$ cat config.mk
export PLATFORM = sky130hd
export DESIGN_NAME = positional_list_engine_flat
export DESIGN_NICKNAME = d
export VERILOG_FILES = /design/src/rtl/pel_pkg.sv /design/src/rtl/pel_item_if.sv /design/src/rtl/pel_result_if.sv /design/src/rtl/positional_list_engine.sv /design/src/rtl/pel_ram.sv /design/src/rtl/pel_free.sv /design/src/flat_wrapper.sv
export SDC_FILE = /design/constraint.sdc
export NUM_CORES = 1
export LEC_CHECK = 0
export BUFFER_PORTS_ARGS = -buffer_cell sky130_fd_sc_hd__buf_4
export CAP_MARGIN = 5
export CORE_UTILIZATION = 35
export CTS_CLUSTER_DIAMETER = 200
export CTS_CLUSTER_SIZE = 40
export DETAILED_ROUTE_END_ITERATION = 16
export SYNTH_ARGS = -nofsm -noshare
export SYNTH_HDL_FRONTEND = slang
export SYNTH_SLANG_ARGS = --single-unit
$ cat constraint.sdc
create_clock -name clk -period 10.3 [get_ports clk]
set_input_delay 1.545 -clock clk [delete_from_list [all_inputs] [get_ports clk]]
set_output_delay 1.545 -clock clk [all_outputs]
set_load 0.01 [all_outputs]
$ cat src/rtl/pel_pkg.sv
`timescale 1ns / 1ps
`default_nettype none
// ----------------------------------------------------------------------------
// pel_pkg
// Shared types and constants of the positional list engine.
// ----------------------------------------------------------------------------
package pel_pkg;

  localparam int CAPACITY = 16;
  localparam int VALUE_W  = 32;
  localparam int IPOS_W   = 5;
  localparam int OPOS_W   = 4;
  localparam int COUNT_W  = 5;

  typedef enum logic [1:0] {
    FUNC_APPEND = 2'd0,
    FUNC_INSERT = 2'd1,
    FUNC_REMOVE = 2'd2,
    FUNC_DUMP   = 2'd3
  } func_t;

  typedef enum logic [1:0] {
    ST_OK     = 2'd0,
    ST_BADPOS = 2'd1,
    ST_EMPTY  = 2'd2,
    ST_FULL   = 2'd3
  } status_t;

  typedef enum logic [3:0] {
    S_IDLE,
    S_POP,
    S_ALLOC,
    S_LINK1,
    S_LINK2,
    S_WALK,
    S_FOUND,
    S_INS1,
    S_INS2,
    S_REM,
    S_DRD,
    S_DLD,
    S_DOUT,
    S_RESP
  } state_t;

  typedef struct packed {
    logic pop;
    logic push;
  } free_ctl_t;

endpackage
`default_nettype wire

$ cat src/rtl/pel_item_if.sv
`timescale 1ns / 1ps
`default_nettype none
// ----------------------------------------------------------------------------
// pel_item_if
// Request channel: valid/ready handshake with one request per transaction.
// ----------------------------------------------------------------------------
interface pel_item_if;
  logic                                valid;
  logic                                ready;
  pel_pkg::func_t                      func;
  logic signed [pel_pkg::VALUE_W-1:0]  item_value;
  logic        [pel_pkg::IPOS_W-1:0]   item_position;

  modport source (output valid, func, item_value, item_position, input ready);
  modport sink   (input valid, func, item_value, item_position, output ready);
endinterface
`default_nettype wire

$ cat src/rtl/pel_result_if.sv
`timescale 1ns / 1ps
`default_nettype none
// ----------------------------------------------------------------------------
// pel_result_if
// Result channel: valid/ready handshake with one result per transaction.
// ----------------------------------------------------------------------------
interface pel_result_if;
  logic                                valid;
  logic                                ready;
  pel_pkg::status_t                    status;
  logic signed [pel_pkg::VALUE_W-1:0]  out_value;
  logic        [pel_pkg::OPOS_W-1:0]   out_position;
  logic        [pel_pkg::COUNT_W-1:0]  element_count;
  logic                                last;

  modport source (output valid, status, out_value, out_position, element_count, last,
                  input ready);
  modport sink   (input valid, status, out_value, out_position, element_count, last,
                  output ready);
endinterface
`default_nettype wire

$ cat src/rtl/positional_list_engine.sv
`timescale 1ns / 1ps
`default_nettype none
// A dump of a non-empty list yields one result transaction per element, each held until taken.
// One request at a time; the link walk reads the next-link RAM one slot per cycle.
// Reset (rst_n low, synchronous) empties the list at once; no clearing pass.
// ----------------------------------------------------------------------------
// positional_list_engine
// Doubly linked list of signed values in a slot pool, driven by a sequencer
// over value, next-link and prev-link RAMs and a free-slot stack.
// ----------------------------------------------------------------------------
module positional_list_engine #(
  parameter int CAPACITY = pel_pkg::CAPACITY
) (
  input  wire logic        clk,
  input  wire logic        rst_n,
  pel_item_if.sink         in_item,
  pel_result_if.source     out_result
);

  localparam int SW = $clog2(CAPACITY);
  localparam int CW = $clog2(CAPACITY + 1);
  localparam int MW = (CW > pel_pkg::IPOS_W) ? CW : pel_pkg::IPOS_W;

  pel_pkg::state_t  state_r, state_nxt;
  pel_pkg::func_t   op_r, op_nxt;
  pel_pkg::status_t o_status_r, o_status_nxt;

  logic [pel_pkg::VALUE_W-1:0] v_r, v_nxt;
  logic [pel_pkg::IPOS_W-1:0]  pos_r, pos_nxt;
  logic                        at_end_r, at_end_nxt;
  logic [CW-1:0]               count_r, count_nxt;
  logic [SW-1:0]               first_r, first_nxt;
  logic [SW-1:0]               last_r, last_nxt;
  logic [SW-1:0]               cur_r, cur_nxt;
  logic [CW-1:0]               k_r, k_nxt;
  logic                        pend_r, pend_nxt;
  logic [SW-1:0]               n_r, n_nxt;
  logic [SW-1:0]               p_r, p_nxt;
  logic [pel_pkg::VALUE_W-1:0] o_value_r, o_value_nxt;
  logic [pel_pkg::OPOS_W-1:0]  o_pos_r, o_pos_nxt;
  logic                        o_last_r, o_last_nxt;

  logic [SW-1:0]               rd_addr;
  logic                        val_we, nxt_we, prv_we;
  logic [SW-1:0]               val_wa, nxt_wa, prv_wa;
  logic [SW-1:0]               nxt_wd, prv_wd;
  logic [pel_pkg::VALUE_W-1:0] val_rdata;
  logic [SW-1:0]               nxt_rdata, prv_rdata;

  pel_pkg::free_ctl_t free_ctl;
  logic [SW-1:0]      alloc_slot;
  logic               none_free;

  logic [MW-1:0] in_pos_ext, cnt_ext, pos_ext;
  logic          full;
  logic [SW-1:0] cur_eff;
  logic          head, tail;

  assign in_pos_ext = MW'(in_item.item_position);
  assign cnt_ext    = MW'(count_r);
  assign pos_ext    = MW'(pos_r);
  assign full       = (cnt_ext >= MW'(CAPACITY)) || none_free;
  assign cur_eff    = pend_r ? nxt_rdata : cur_r;
  assign head       = (pos_r == '0);
  assign tail       = ((pos_ext + MW'(1)) == cnt_ext);

  always_ff @(posedge clk) begin
    if (!rst_n) begin
      state_r <= pel_pkg::S_IDLE;
    end else begin
      state_r <= state_nxt;
    end
  end

  always_comb begin
    state_nxt    = state_r;
    op_nxt       = op_r;
    v_nxt        = v_r;
    pos_nxt      = pos_r;
    at_end_nxt   = at_end_r;
    count_nxt    = count_r;
    first_nxt    = first_r;
    last_nxt     = last_r;
    cur_nxt      = cur_r;
    k_nxt        = k_r;
    pend_nxt     = pend_r;
    n_nxt        = n_r;
    p_nxt        = p_r;
    o_status_nxt = o_status_r;
    o_value_nxt  = o_value_r;
    o_pos_nxt    = o_pos_r;
    o_last_nxt   = o_last_r;
    rd_addr      = cur_r;
    val_we       = 1'b0;
    val_wa       = n_r;
    nxt_we       = 1'b0;
    nxt_wa       = n_r;
    nxt_wd       = n_r;
    prv_we       = 1'b0;
    prv_wa       = n_r;
    prv_wd       = n_r;
    free_ctl     = '0;
    in_item.ready = 1'b0;

    unique case (state_r)
      pel_pkg::S_IDLE: begin
        in_item.ready = 1'b1;
        if (in_item.valid) begin
          op_nxt       = in_item.func;
          v_nxt        = in_item.item_value;
          pos_nxt      = in_item.item_position;
          cur_nxt      = first_r;
          k_nxt        = '0;
          pend_nxt     = 1'b0;
          o_status_nxt = pel_pkg::ST_OK;
          o_value_nxt  = '0;
          o_pos_nxt    = '0;
          o_last_nxt   = 1'b1;
          unique case (in_item.func)
            pel_pkg::FUNC_APPEND: begin
              at_end_nxt = 1'b1;
              if (full) begin
                o_status_nxt = pel_pkg::ST_FULL;
                state_nxt    = pel_pkg::S_RESP;
              end else begin
                state_nxt = pel_pkg::S_POP;
              end
            end
            pel_pkg::FUNC_INSERT: begin
              at_end_nxt = (in_pos_ext == cnt_ext);
              if (in_pos_ext > cnt_ext) begin
                o_status_nxt = pel_pkg::ST_BADPOS;
                state_nxt    = pel_pkg::S_RESP;
              end else if (full) begin
                o_status_nxt = pel_pkg::ST_FULL;
                state_nxt    = pel_pkg::S_RESP;
              end else begin
                state_nxt = pel_pkg::S_POP;
              end
            end
            pel_pkg::FUNC_REMOVE: begin
              if (count_r == '0) begin
                o_status_nxt = pel_pkg::ST_EMPTY;
                state_nxt    = pel_pkg::S_RESP;
              end else if (in_pos_ext >= cnt_ext) begin
                o_status_nxt = pel_pkg::ST_BADPOS;
                state_nxt    = pel_pkg::S_RESP;
              end else begin
                state_nxt = pel_pkg::S_WALK;
              end
            end
            pel_pkg::FUNC_DUMP: begin
              if (count_r == '0) begin
                o_status_nxt = pel_pkg::ST_EMPTY;
                state_nxt    = pel_pkg::S_RESP;
              end else begin
                state_nxt = pel_pkg::S_DRD;
              end
            end
            default: state_nxt = pel_pkg::S_IDLE;
          endcase
        end
      end

      pel_pkg::S_POP: begin
        free_ctl.pop = 1'b1;
        state_nxt    = pel_pkg::S_ALLOC;
      end

      pel_pkg::S_ALLOC: begin
        n_nxt     = alloc_slot;
        val_we    = 1'b1;
        val_wa    = alloc_slot;
        state_nxt = at_end_r ? pel_pkg::S_LINK1 : pel_pkg::S_WALK;
      end

      pel_pkg::S_LINK1: begin
        nxt_we = 1'b1;
        prv_we = 1'b1;
        if (count_r == '0) begin
          first_nxt = n_r;
          last_nxt  = n_r;
          count_nxt = count_r + CW'(1);
          state_nxt = pel_pkg::S_RESP;
        end else begin
          prv_wd    = last_r;
          state_nxt = pel_pkg::S_LINK2;
        end
      end

      pel_pkg::S_LINK2: begin
        nxt_we    = 1'b1;
        nxt_wa    = last_r;
        last_nxt  = n_r;
        count_nxt = count_r + CW'(1);
        state_nxt = pel_pkg::S_RESP;
      end

      pel_pkg::S_WALK: begin
        cur_nxt = cur_eff;
        if (MW'(k_r) == pos_ext) begin
          state_nxt = pel_pkg::S_FOUND;
        end else begin
          rd_addr  = cur_eff;
          pend_nxt = 1'b1;
          k_nxt    = k_r + CW'(1);
        end
      end

      pel_pkg::S_FOUND: begin
        state_nxt = (op_r == pel_pkg::FUNC_REMOVE) ? pel_pkg::S_REM : pel_pkg::S_INS1;
      end

      pel_pkg::S_INS1: begin
        p_nxt     = prv_rdata;
        nxt_we    = 1'b1;
        nxt_wd    = cur_r;
        prv_we    = 1'b1;
        prv_wa    = cur_r;
        state_nxt = pel_pkg::S_INS2;
      end

      pel_pkg::S_INS2: begin
        prv_we = 1'b1;
        if (head) begin
          first_nxt = n_r;
        end else begin
          prv_wd = p_r;
          nxt_we = 1'b1;
          nxt_wa = p_r;
        end
        count_nxt = count_r + CW'(1);
        state_nxt = pel_pkg::S_RESP;
      end

      pel_pkg::S_REM: begin
        if (head && tail) begin
          first_nxt = '0;
          last_nxt  = '0;
        end else if (head) begin
          first_nxt = nxt_rdata;
          prv_we    = 1'b1;
          prv_wa    = nxt_rdata;
          prv_wd    = nxt_rdata;
        end else if (tail) begin
          last_nxt = prv_rdata;
          nxt_we   = 1'b1;
          nxt_wa   = prv_rdata;
          nxt_wd   = prv_rdata;
        end else begin
          nxt_we = 1'b1;
          nxt_wa = prv_rdata;
          nxt_wd = nxt_rdata;
          prv_we = 1'b1;
          prv_wa = nxt_rdata;
          prv_wd = prv_rdata;
        end
        free_ctl.push = 1'b1;
        count_nxt     = count_r - CW'(1);
        state_nxt     = pel_pkg::S_RESP;
      end

      pel_pkg::S_DRD: begin
        state_nxt = pel_pkg::S_DLD;
      end

      pel_pkg::S_DLD: begin
        o_status_nxt = pel_pkg::ST_OK;
        o_value_nxt  = val_rdata;
        o_pos_nxt    = pel_pkg::OPOS_W'(k_r);
        o_last_nxt   = ((k_r + CW'(1)) == count_r);
        cur_nxt      = nxt_rdata;
        k_nxt        = k_r + CW'(1);
        state_nxt    = pel_pkg::S_DOUT;
      end

      pel_pkg::S_DOUT: begin
        if (out_result.ready) begin
          state_nxt = o_last_r ? pel_pkg::S_IDLE : pel_pkg::S_DRD;
        end
      end

      pel_pkg::S_RESP: begin
        if (out_result.ready) begin
          state_nxt = pel_pkg::S_IDLE;
        end
      end

      default: state_nxt = pel_pkg::S_IDLE;
    endcase
  end

  always_ff @(posedge clk) begin
    if (!rst_n) begin
      count_r <= '0;
      first_r <= '0;
      last_r  <= '0;
    end else begin
      count_r <= count_nxt;
      first_r <= first_nxt;
      last_r  <= last_nxt;
    end
  end

  always_ff @(posedge clk) begin
    op_r       <= op_nxt;
    v_r        <= v_nxt;
    pos_r      <= pos_nxt;
    at_end_r   <= at_end_nxt;
    cur_r      <= cur_nxt;
    k_r        <= k_nxt;
    pend_r     <= pend_nxt;
    n_r        <= n_nxt;
    p_r        <= p_nxt;
    o_status_r <= o_status_nxt;
    o_value_r  <= o_value_nxt;
    o_pos_r    <= o_pos_nxt;
    o_last_r   <= o_last_nxt;
  end

  pel_ram #(
    .WIDTH (pel_pkg::VALUE_W),
    .DEPTH (CAPACITY)
  ) u_val (
    .clk   (clk),
    .we    (val_we),
    .waddr (val_wa),
    .wdata (v_r),
    .raddr (rd_addr),
    .rdata (val_rdata)
  );

  pel_ram #(
    .WIDTH (SW),
    .DEPTH (CAPACITY)
  ) u_next (
    .clk   (clk),
    .we    (nxt_we),
    .waddr (nxt_wa),
    .wdata (nxt_wd),
    .raddr (rd_addr),
    .rdata (nxt_rdata)
  );

  pel_ram #(
    .WIDTH (SW),
    .DEPTH (CAPACITY)
  ) u_prev (
    .clk   (clk),
    .we    (prv_we),
    .waddr (prv_wa),
    .wdata (prv_wd),
    .raddr (rd_addr),
    .rdata (prv_rdata)
  );

  pel_free #(
    .CAPACITY (CAPACITY)
  ) u_free (
    .clk       (clk),
    .rst_n     (rst_n),
    .ctl       (free_ctl),
    .push_slot (cur_r),
    .slot      (alloc_slot),
    .none_free (none_free)
  );

  assign out_result.valid         = (state_r == pel_pkg::S_RESP) ||
                                    (state_r == pel_pkg::S_DOUT);
  assign out_result.status        = o_status_r;
  assign out_result.out_value     = o_value_r;
  assign out_result.out_position  = o_pos_r;
  assign out_result.element_count = pel_pkg::COUNT_W'(count_r);
  assign out_result.last          = o_last_r;

`ifndef SYNTHESIS
  a_ready_excl: assert property (@(posedge clk) disable iff (!rst_n)
    !(in_item.ready && out_result.valid))
    else $error("request accepted while a result is pending");

  a_last_idle: assert property (@(posedge clk) disable iff (!rst_n)
    (out_result.valid && out_result.ready && out_result.last) |=> in_item.ready)
    else $error("engine not idle after final result transaction");

  a_pop_free: assert property (@(posedge clk) disable iff (!rst_n)
    (state_r == pel_pkg::S_POP) |-> !none_free)
    else $error("slot taken from an empty free stack");

  a_count_cap: assert property (@(posedge clk) disable iff (!rst_n)
    count_r <= CW'(CAPACITY))
    else $error("element count above capacity");
`endif

endmodule
`default_nettype wire

$ cat src/rtl/pel_ram.sv
`timescale 1ns / 1ps
`default_nettype none
// ----------------------------------------------------------------------------
// pel_ram
// Generic RAM: one write port, one read port with registered read data.
// ----------------------------------------------------------------------------
module pel_ram #(
  parameter int WIDTH = pel_pkg::VALUE_W,
  parameter int DEPTH = pel_pkg::CAPACITY
) (
  input  wire logic                     clk,
  input  wire logic                     we,
  input  wire logic [$clog2(DEPTH)-1:0] waddr,
  input  wire logic [WIDTH-1:0]         wdata,
  input  wire logic [$clog2(DEPTH)-1:0] raddr,
  output logic      [WIDTH-1:0]         rdata
);

  logic [WIDTH-1:0] mem [DEPTH];

  always_ff @(posedge clk) begin
    if (we) begin
      mem[waddr] <= wdata;
    end
    rdata <= mem[raddr];
  end

endmodule
`default_nettype wire

$ cat src/rtl/pel_free.sv
`timescale 1ns / 1ps
`default_nettype none
// ----------------------------------------------------------------------------
// pel_free
// Free-slot stack. Entries below the low-water mark were never written and
// read as their own index, so no init sweep is needed after reset.
// ----------------------------------------------------------------------------
module pel_free #(
  parameter int CAPACITY = pel_pkg::CAPACITY
) (
  input  wire logic                        clk,
  input  wire logic                        rst_n,
  input  wire pel_pkg::free_ctl_t          ctl,
  input  wire logic [$clog2(CAPACITY)-1:0] push_slot,
  output logic      [$clog2(CAPACITY)-1:0] slot,
  output logic                             none_free
);

  localparam int SW = $clog2(CAPACITY);
  localparam int CW = $clog2(CAPACITY + 1);

  logic [CW-1:0] free_top_r, free_top_nxt;
  logic [CW-1:0] lwm_r, lwm_nxt;
  logic          fresh_r, fresh_nxt;
  logic [SW-1:0] idx_r, idx_nxt;
  logic [SW-1:0] top_idx;
  logic [SW-1:0] rdata;
  logic          we;

  assign top_idx = SW'(free_top_r - CW'(1));

  always_comb begin
    free_top_nxt = free_top_r;
    lwm_nxt      = lwm_r;
    fresh_nxt    = fresh_r;
    idx_nxt      = idx_r;
    we           = 1'b0;
    if (ctl.pop) begin
      idx_nxt      = top_idx;
      fresh_nxt    = (free_top_r <= lwm_r);
      free_top_nxt = free_top_r - CW'(1);
      if (free_top_r <= lwm_r) begin
        lwm_nxt = free_top_r - CW'(1);
      end
    end else if (ctl.push && (free_top_r < CW'(CAPACITY))) begin
      we           = 1'b1;
      free_top_nxt = free_top_r + CW'(1);
    end
  end

  always_ff @(posedge clk) begin
    if (!rst_n) begin
      free_top_r <= CW'(CAPACITY);
      lwm_r      <= CW'(CAPACITY);
    end else begin
      free_top_r <= free_top_nxt;
      lwm_r      <= lwm_nxt;
    end
  end

  always_ff @(posedge clk) begin
    fresh_r <= fresh_nxt;
    idx_r   <= idx_nxt;
  end

  pel_ram #(
    .WIDTH (SW),
    .DEPTH (CAPACITY)
  ) u_stack (
    .clk   (clk),
    .we    (we),
    .waddr (SW'(free_top_r)),
    .wdata (push_slot),
    .raddr (top_idx),
    .rdata (rdata)
  );

  assign slot      = fresh_r ? idx_r : rdata;
  assign none_free = (free_top_r == '0);

endmodule
`default_nettype wire

$ cat src/flat_wrapper.sv
// flat-port wrapper written by rule: the top's interface ports become plain ports
module positional_list_engine_flat 
#(
  parameter int CAPACITY = pel_pkg::CAPACITY
)
  (clk, rst_n, in_item_valid, in_item_func, in_item_item_value, in_item_item_position, in_item_ready, out_result_valid, out_result_status, out_result_out_value, out_result_out_position, out_result_element_count, out_result_last, out_result_ready);
  pel_item_if in_item_i ();
  pel_result_if out_result_i ();
  input  wire logic clk;
  input  wire logic rst_n;
  input wire logic [$bits(in_item_i.valid)-1:0] in_item_valid;
  input wire logic [$bits(in_item_i.func)-1:0] in_item_func;
  input wire logic [$bits(in_item_i.item_value)-1:0] in_item_item_value;
  input wire logic [$bits(in_item_i.item_position)-1:0] in_item_item_position;
  output wire logic [$bits(in_item_i.ready)-1:0] in_item_ready;
  output wire logic [$bits(out_result_i.valid)-1:0] out_result_valid;
  output wire logic [$bits(out_result_i.status)-1:0] out_result_status;
  output wire logic [$bits(out_result_i.out_value)-1:0] out_result_out_value;
  output wire logic [$bits(out_result_i.out_position)-1:0] out_result_out_position;
  output wire logic [$bits(out_result_i.element_count)-1:0] out_result_element_count;
  output wire logic [$bits(out_result_i.last)-1:0] out_result_last;
  input wire logic [$bits(out_result_i.ready)-1:0] out_result_ready;
  assign in_item_i.valid = in_item_valid;
  assign in_item_i.func = in_item_func;
  assign in_item_i.item_value = in_item_item_value;
  assign in_item_i.item_position = in_item_item_position;
  assign in_item_ready = in_item_i.ready;
  assign out_result_valid = out_result_i.valid;
  assign out_result_status = out_result_i.status;
  assign out_result_out_value = out_result_i.out_value;
  assign out_result_out_position = out_result_i.out_position;
  assign out_result_element_count = out_result_i.element_count;
  assign out_result_last = out_result_i.last;
  assign out_result_i.ready = out_result_ready;
  positional_list_engine #(.CAPACITY(CAPACITY)) u_core (.clk(clk), .rst_n(rst_n), .in_item(in_item_i), .out_result(out_result_i));
endmodule
Word-level counts from Yosys, hierarchy flattened:

Memories as Yosys holds them, arrays and structs flattened. A register that Yosys moved wholly into a read port is not among the register bits.
Cells that the tools add are included.

* flip-flop bits (word level): 129
* memory bits (writable): 704
* input port bits: 43
* memories: 4

Memory list
* u_core.u_val.mem: depth 16, width 32, read ports 1, clocked after Yosys merged registers in 1, wr ports 1, RTL line pel_ram.sv:19 `logic [WIDTH-1:0] mem [DEPTH];`
* u_core.u_free.u_stack.mem: depth 16, width 4, read ports 1, clocked after Yosys merged registers in 1, wr ports 1, RTL line pel_ram.sv:19
* u_core.u_next.mem: depth 16, width 4, read ports 1, clocked after Yosys merged registers in 1, wr ports 1, RTL line pel_ram.sv:19
* u_core.u_prev.mem: depth 16, width 4, read ports 1, clocked after Yosys merged registers in 1, wr ports 1, RTL line pel_ram.sv:19

* $add $sub $neg: 6
* magnitude comparators: 5
* equal/unequal tests: 31
* multiplexer cells: 94
* reduce and logical (&&, ||, !) cells: 32

Operator list (number)
* $mux 4: 38
* $pmux 32 s2: 1
* $pmux 4 s3: 5
* $pmux 4 s12: 1
* $mux 32: 1
* $pmux 5 s3: 2
* $mux 5: 5
* $eq 4x4->1 const B: 6
* $pmux 4 s2: 3
* $mux 1: 23
* $add 5x1->5 const B: 4
* $eq 5x5->1: 4
* $eq 4x3->1 const B: 4
* $pmux 4 s4: 1
* $logic_not 5->1: 3
* $reduce_and 3->1: 4
* $reduce_bool 3->1: 4
* $mux 2: 5
* $reduce_and 2->1: 5
* $sub 5x1->5 const B: 2
* $reduce_or 3->1: 3
* $eq 4x2->1 const B: 2
* $ne 2x2->1 const B: 4
* $pmux 1 s2: 4
* 22 further kinds: 34

Longest topological paths before layout:

* depth after elaboration: 8
* depth in mapped cells: 14
* depth with buffers taken out: 10

Modules after synthesis:

Synthesis repeated with hierarchy kept, for this count alone.

* cell total of the unflattened synthesis: 1815
* area, all modules: 34553.1 um^2

By module, submodules not included
* pel_ram at u_core.u_val: times used 1, cells each 838, area an instance 19835.3 um^2, sequential area each 16015.4 um^2
* pel_ram at u_core.u_free.u_stack ...: times used 3, cells each 130, area an instance 2666.3 um^2, sequential area each 2001.9 um^2
* positional_list_engine: times used 1, cells each 494, area an instance 5800.6 um^2, sequential area each 3213.1 um^2
* pel_free: times used 1, cells each 93, area an instance 918.4 um^2, sequential area each 350.3 um^2

Least setup slack after synthesis:

No wires, ideal clock.

* kind: reg2reg
* from: register u_core.state_r[2]
* to: memory u_core.u_val.mem[1][0] (netlist name), enable pin
* setup time: 0.461 ns
* data arrival time: 3.763 ns
* required time: 9.839 ns
* path slack: 6.075 ns
* cell stages (with the launch flop): 9
* buffers on the path: 2
* clock period less this slack: 4.225 ns
* cells stage by stage: dfxtp_1 clkbuf_1 nand2b_1 nor3_1 clkbuf_1 nand2_1 o21ai_0 inv_1 nor3_1

* longest elaborated chain between the ends: 4
* elaborated cells between the ends (all ways): 5
* those cells by class: eq/ne (1); mux (4)

RTL lines
* start: declaration: RTL line positional_list_engine.sv:24 `pel_pkg::state_t state_r, state_nxt;`
* start signal: assignment: RTL line positional_list_engine.sv:69 `state_r <= pel_pkg::S_IDLE;`
* start signal: assignment: RTL line positional_list_engine.sv:71 `state_r <= state_nxt;`
* $eq 4x2->1 (*): RTL line positional_list_engine.sv:105 `unique case (state_r)`
* $mux 1: RTL line positional_list_engine.sv:105
* $mux 1: RTL line pel_ram.sv:22 `if (we) begin`
* $mux 1 (implied by the code): RTL line pel_ram.sv:23 `mem[waddr] <= wdata;`
* end: declaration: RTL line pel_ram.sv:19

Mark *: on every way between the ends. The rest lies on a longest branch, timed or not.

Final worst setup path:

* from: register u_core.state_r[0]
* to: register u_core.u_val.rdata[15], read port of u_core.u_val.mem

* longest elaborated chain between the ends: 2

RTL lines
* $eq 4x3->1: RTL line positional_list_engine.sv:105
* $mux 4: RTL line positional_list_engine.sv:105
* end: declaration: RTL line pel_ram.sv:16 `output logic [WIDTH-1:0] rdata`

No other way between the ends.
A chain may end at the register's enable or synchronous reset.

==> implementation parameters <==
Parameter                              Value

Setup path
  Count of buffering cells on the critical path with inverters included ... 3
  Slowest library cell on the worst path ... sky130_fd_sc_hd__dfxtp_1
  Biggest cell delay along the critical path ... 0.82 ns
  Levels on crit path ... 10
  Highest fanout seen on the critical path ... 63
  Crit path launch type ... flip-flop
  Source of the critical timing path ... u_core.state_r[0]
  Worst reg2reg startpoint ... u_core.state_r[0]
  Worst-case register-to-register setup slack ... 5.02 ns
  Crit path to ... u_core.u_val.rdata[15]
  Crit. End Element ... flip-flop
  Worst reg2reg path endpoint ... u_core.u_val.rdata[15]
  Arrival time worst endpoint ... 5.82 ns
  Chain of cells forming the critical path ... inv_1 > or3_4 > inv_4 > and2_1 > o22a_4 > nand3_4 > buf_4 > mux2i_1 > o22ai_1 > or3_1
  FF-to-FF path depth ... 10
  Crit path max-delay family ... simple AND/OR/NAND/NOR gates
  Kind of critical path ... reg2reg
  Data required time of the critical path ... 10.84 ns

Floorplanning
  Die width ... 324 um
  Total I/O pin count ... 89
  Effective utilization at floorplan ... 0.355
  Area of the core ... 0.102 sq mm
  Die H ... 324 um
  Area of the die ... 0.105 sq mm
  Number of rows created at floorplan ... 117

Logic synthesis
  Syn Area/Cell ... 14.5 sq um
  Primary FF master, synth ... sky130_fd_sc_hd__edfxtp_1
  Synthesized instance count ... 2,505
  Yosys Warn Count ... 0
  Async set or reset register ratio after synthesis ... 0
  Library cell with the largest summed area after synthesis ... sky130_fd_sc_hd__edfxtp_1
  Sequential area share after synthesis ... 0.704
  Share of the synthesized area in the top cell type ... 0.663
  Total nets after synthesis ... 2,570
  Post-synth EDFFs ... 802
  Post-synthesis sequential element count ... 877
  Library cell with the highest instance count after synthesis ... sky130_fd_sc_hd__edfxtp_1
  Distinct cells, synth ... 73
  Cell types occupying the most area after synthesis ... sky130_fd_sc_hd__edfxtp_1, sky130_fd_sc_hd__mux2i_1, sky130_fd_sc_hd__dfxtp_1
  Netlist Area Pre-Place ... 0.0363 sq mm
  Ranking of synthesized cells by instance count ... sky130_fd_sc_hd__edfxtp_1, sky130_fd_sc_hd__a21oi_1, sky130_fd_sc_hd__mux2i_1

Layout
  Post-route non-filler standard cell count ... 3,859
  Final #Nets ... 2,538
  Number of fill cells in the layout ... 9,426
  Antenna fix cells ... 0
  Share of cells above drive strength 1 ... 0.103
  P&R area growth vs syn ... 7.56%

Drt
  Count of TritonRoute iterations in the first routing pass ... 6
  Vias per cell ... 5.71
  Detail-routed net length per standard cell ... 24.0 um
  Total routed wirelength ... 92,500 um
  Vias ... 22,000
  Count of routing violations after the opening detailed-route iteration ... 2,609
  Antenna viol nets, final ... 0
  DRC errors left ... 0

Clock tree
  Deepest clock path buffer count ... 3
  Root Buffer Master ... sky130_fd_sc_hd__clkbuf_16
  Clock H-tree levels ... 1
  Later-pin clock latency in the skew report ... 0.64 ns
  Number of buffers inserted during clock tree synthesis ... 25
  Cts hold-fix bufs ... 0
  Setup bufs post-CTS ... 0
  Clock input transition at the sequential cells of the worst setup and hold paths ... 0.16 ns
  Sink Count ... 877
  TritonCTS clock tree ... done
  Total of cells resized after clock tree synthesis ... 0

Outcome
  Result of the run ... finished clean

Global route
  Largest net degree at the start of global routing ... 161
  Vias in the first global route ... 21,600
  GR Overflow Total ... 0
  Antenna violations before repair ... 3
  Global-route wire length before repair ... 137,000 um
  Total global-route track usage ... 0.172

Pwr
  Total power per unit cell area ... 251 mW/mm^2
  Lkg Pwr ... 13.0 nW
  Maximum resistive drop on vdd ... 0.000173 V

Timing
  Final worst-path cycle share ... 0.513
  Post-layout min period ... 5.28 ns
  Total count of max-transition violations in the final report ... 0
  Final TNS setup ... 0 ns
  Final setup violating endpoints ... 0
  Final worst clock skew ... 0.0261 ns
  Pin slew with the least headroom to its limit ... 1.20 ns
  Rel. slew slack ... 0.200
  Setup repair after global routing missed its margin ... no
  Count of final hold-check violations ... 0
  Max Clock Freq ... 189 MHz

Min path
  Number of cells on the worst hold path ... 0
  Path category of the worst min-delay check ... reg2reg

Run
  Max Cap Viol ... 0

Placed design
  Gp weighted congestion ... 0.856
  Placed Cells incl. Taps ... 3,814
  I/O Buffers ... 88
  Final HPWL DP ... 50,600 um
-- how the worst min path moves through the flow --
| stage | start | to | slack [ns] |
|---|---|---|---|
| 2_1_floorplan | u_core.u_prev.rdata[3] | u_core.p_r[3] | 0.43 |
| 3_3_place_gp | u_core.u_prev.rdata[3] | u_core.p_r[3] | 0.48 |
| 3_5_place_dp | u_core.u_prev.rdata[3] | u_core.p_r[3] | 0.48 |
| 4_1_cts | u_core.u_prev.rdata[3] | u_core.p_r[3] | 0.51 |
| 5_1_grt | u_core.u_prev.rdata[3] | u_core.p_r[3] | 0.53 |
| 6_report | u_core.u_prev.rdata[3] | u_core.p_r[3] | 0.51 |
-- metal layers --
| metal | share of wire | global-route usage | vias to the layer above |
|---|---|---|---|
| li1 | - | - | 9805 |
| met4 | 0.030 | 0.0486 | 0 |
| met5 | 0 | 0 | - |
| met3 | 0.071 | 0.0260 | 132 |
| met2 | 0.47 | 0.279 | 893 |
| met1 | 0.43 | 0.238 | 11200 |
-- power breakdown --
part	switching, mW	total, mW	internal, mW
sequential	0.412	4.95	4.54
clock	0.985	1.46	0.471
combinational	2.19	3.41	1.22
-- cells by family (layout without fill, tap and decap cells) --
family	after synthesis	in the layout	share of synthesized area
DFF	877	877	0.704
AOI/OAI and AO/OA	577	577	0.106
and+or+nand+nor	577	577	0.0880
buffers and inverters	238	224	0.0295
muxes	187	187	0.0585
xor gates and xnor gates	27	27	0.00671
adders and majority gates	22	22	0.00778
-- through the flow --
stage	hold slack (ns)	cell area [sq um]	power (mW)	setup WS [ns]	utilization
after floorplan	0.431	36300	7.26	6.08	-
after global placement	0.482	38400	8.33	5.27	0.375
after detailed placement	0.475	38400	8.43	5.12	0.375
after CTS	0.509	39100	9.86	5.06	0.382
after global routing	0.527	39100	10.3	4.66	0.382
final	0.506	39100	9.82	5.02	0.382
-- layout by cell type, fill, tap and decap left out, drive strengths merged, types with 21 or more instances in the layout --
cell,count
edfxtp,802
a21oi,190
mux2i,165
nand4,164
o31ai,161
buf,137
nor2,112
o22ai,87
dfxtp,75
nand2,73
and2,51
o21ai,46
or3,44
clkbuf,43
inv,42
or4,40
nand3,26
ha,21
-- sequential cells by signal (all words and copies together), names as in the netlist, 5 cells and up --
register                         cells
u_core.u_val.mem                   512
u_core.u_free.u_stack.mem           64
u_core.u_free.free_top_r             5
u_core.u_next.mem                   64
u_core.u_val.rdata                  32
u_core.out_result.element_count      5
u_core.u_prev.mem                   64
u_core.v_r                          32
u_core.k_r                           5
u_core.u_free.lwm_r                  5
u_core.pos_ext                       5
u_core.out_result.out_value         32
-- layout make-up --
type	count	area, sq um	area share
Sequential cell	877	25600	0.654
Multi-Input combinational cell	1390	9890	0.253
Tap cell	1368	1710	0.0438
Timing Repair Buffer	137	1040	0.0266
Clock buffer	43	693	0.0177
Inverter	42	160	0.00410
Clock inverter	2	13.8	0.000352
Note: power is estimated with default switching activity, not from simulation.
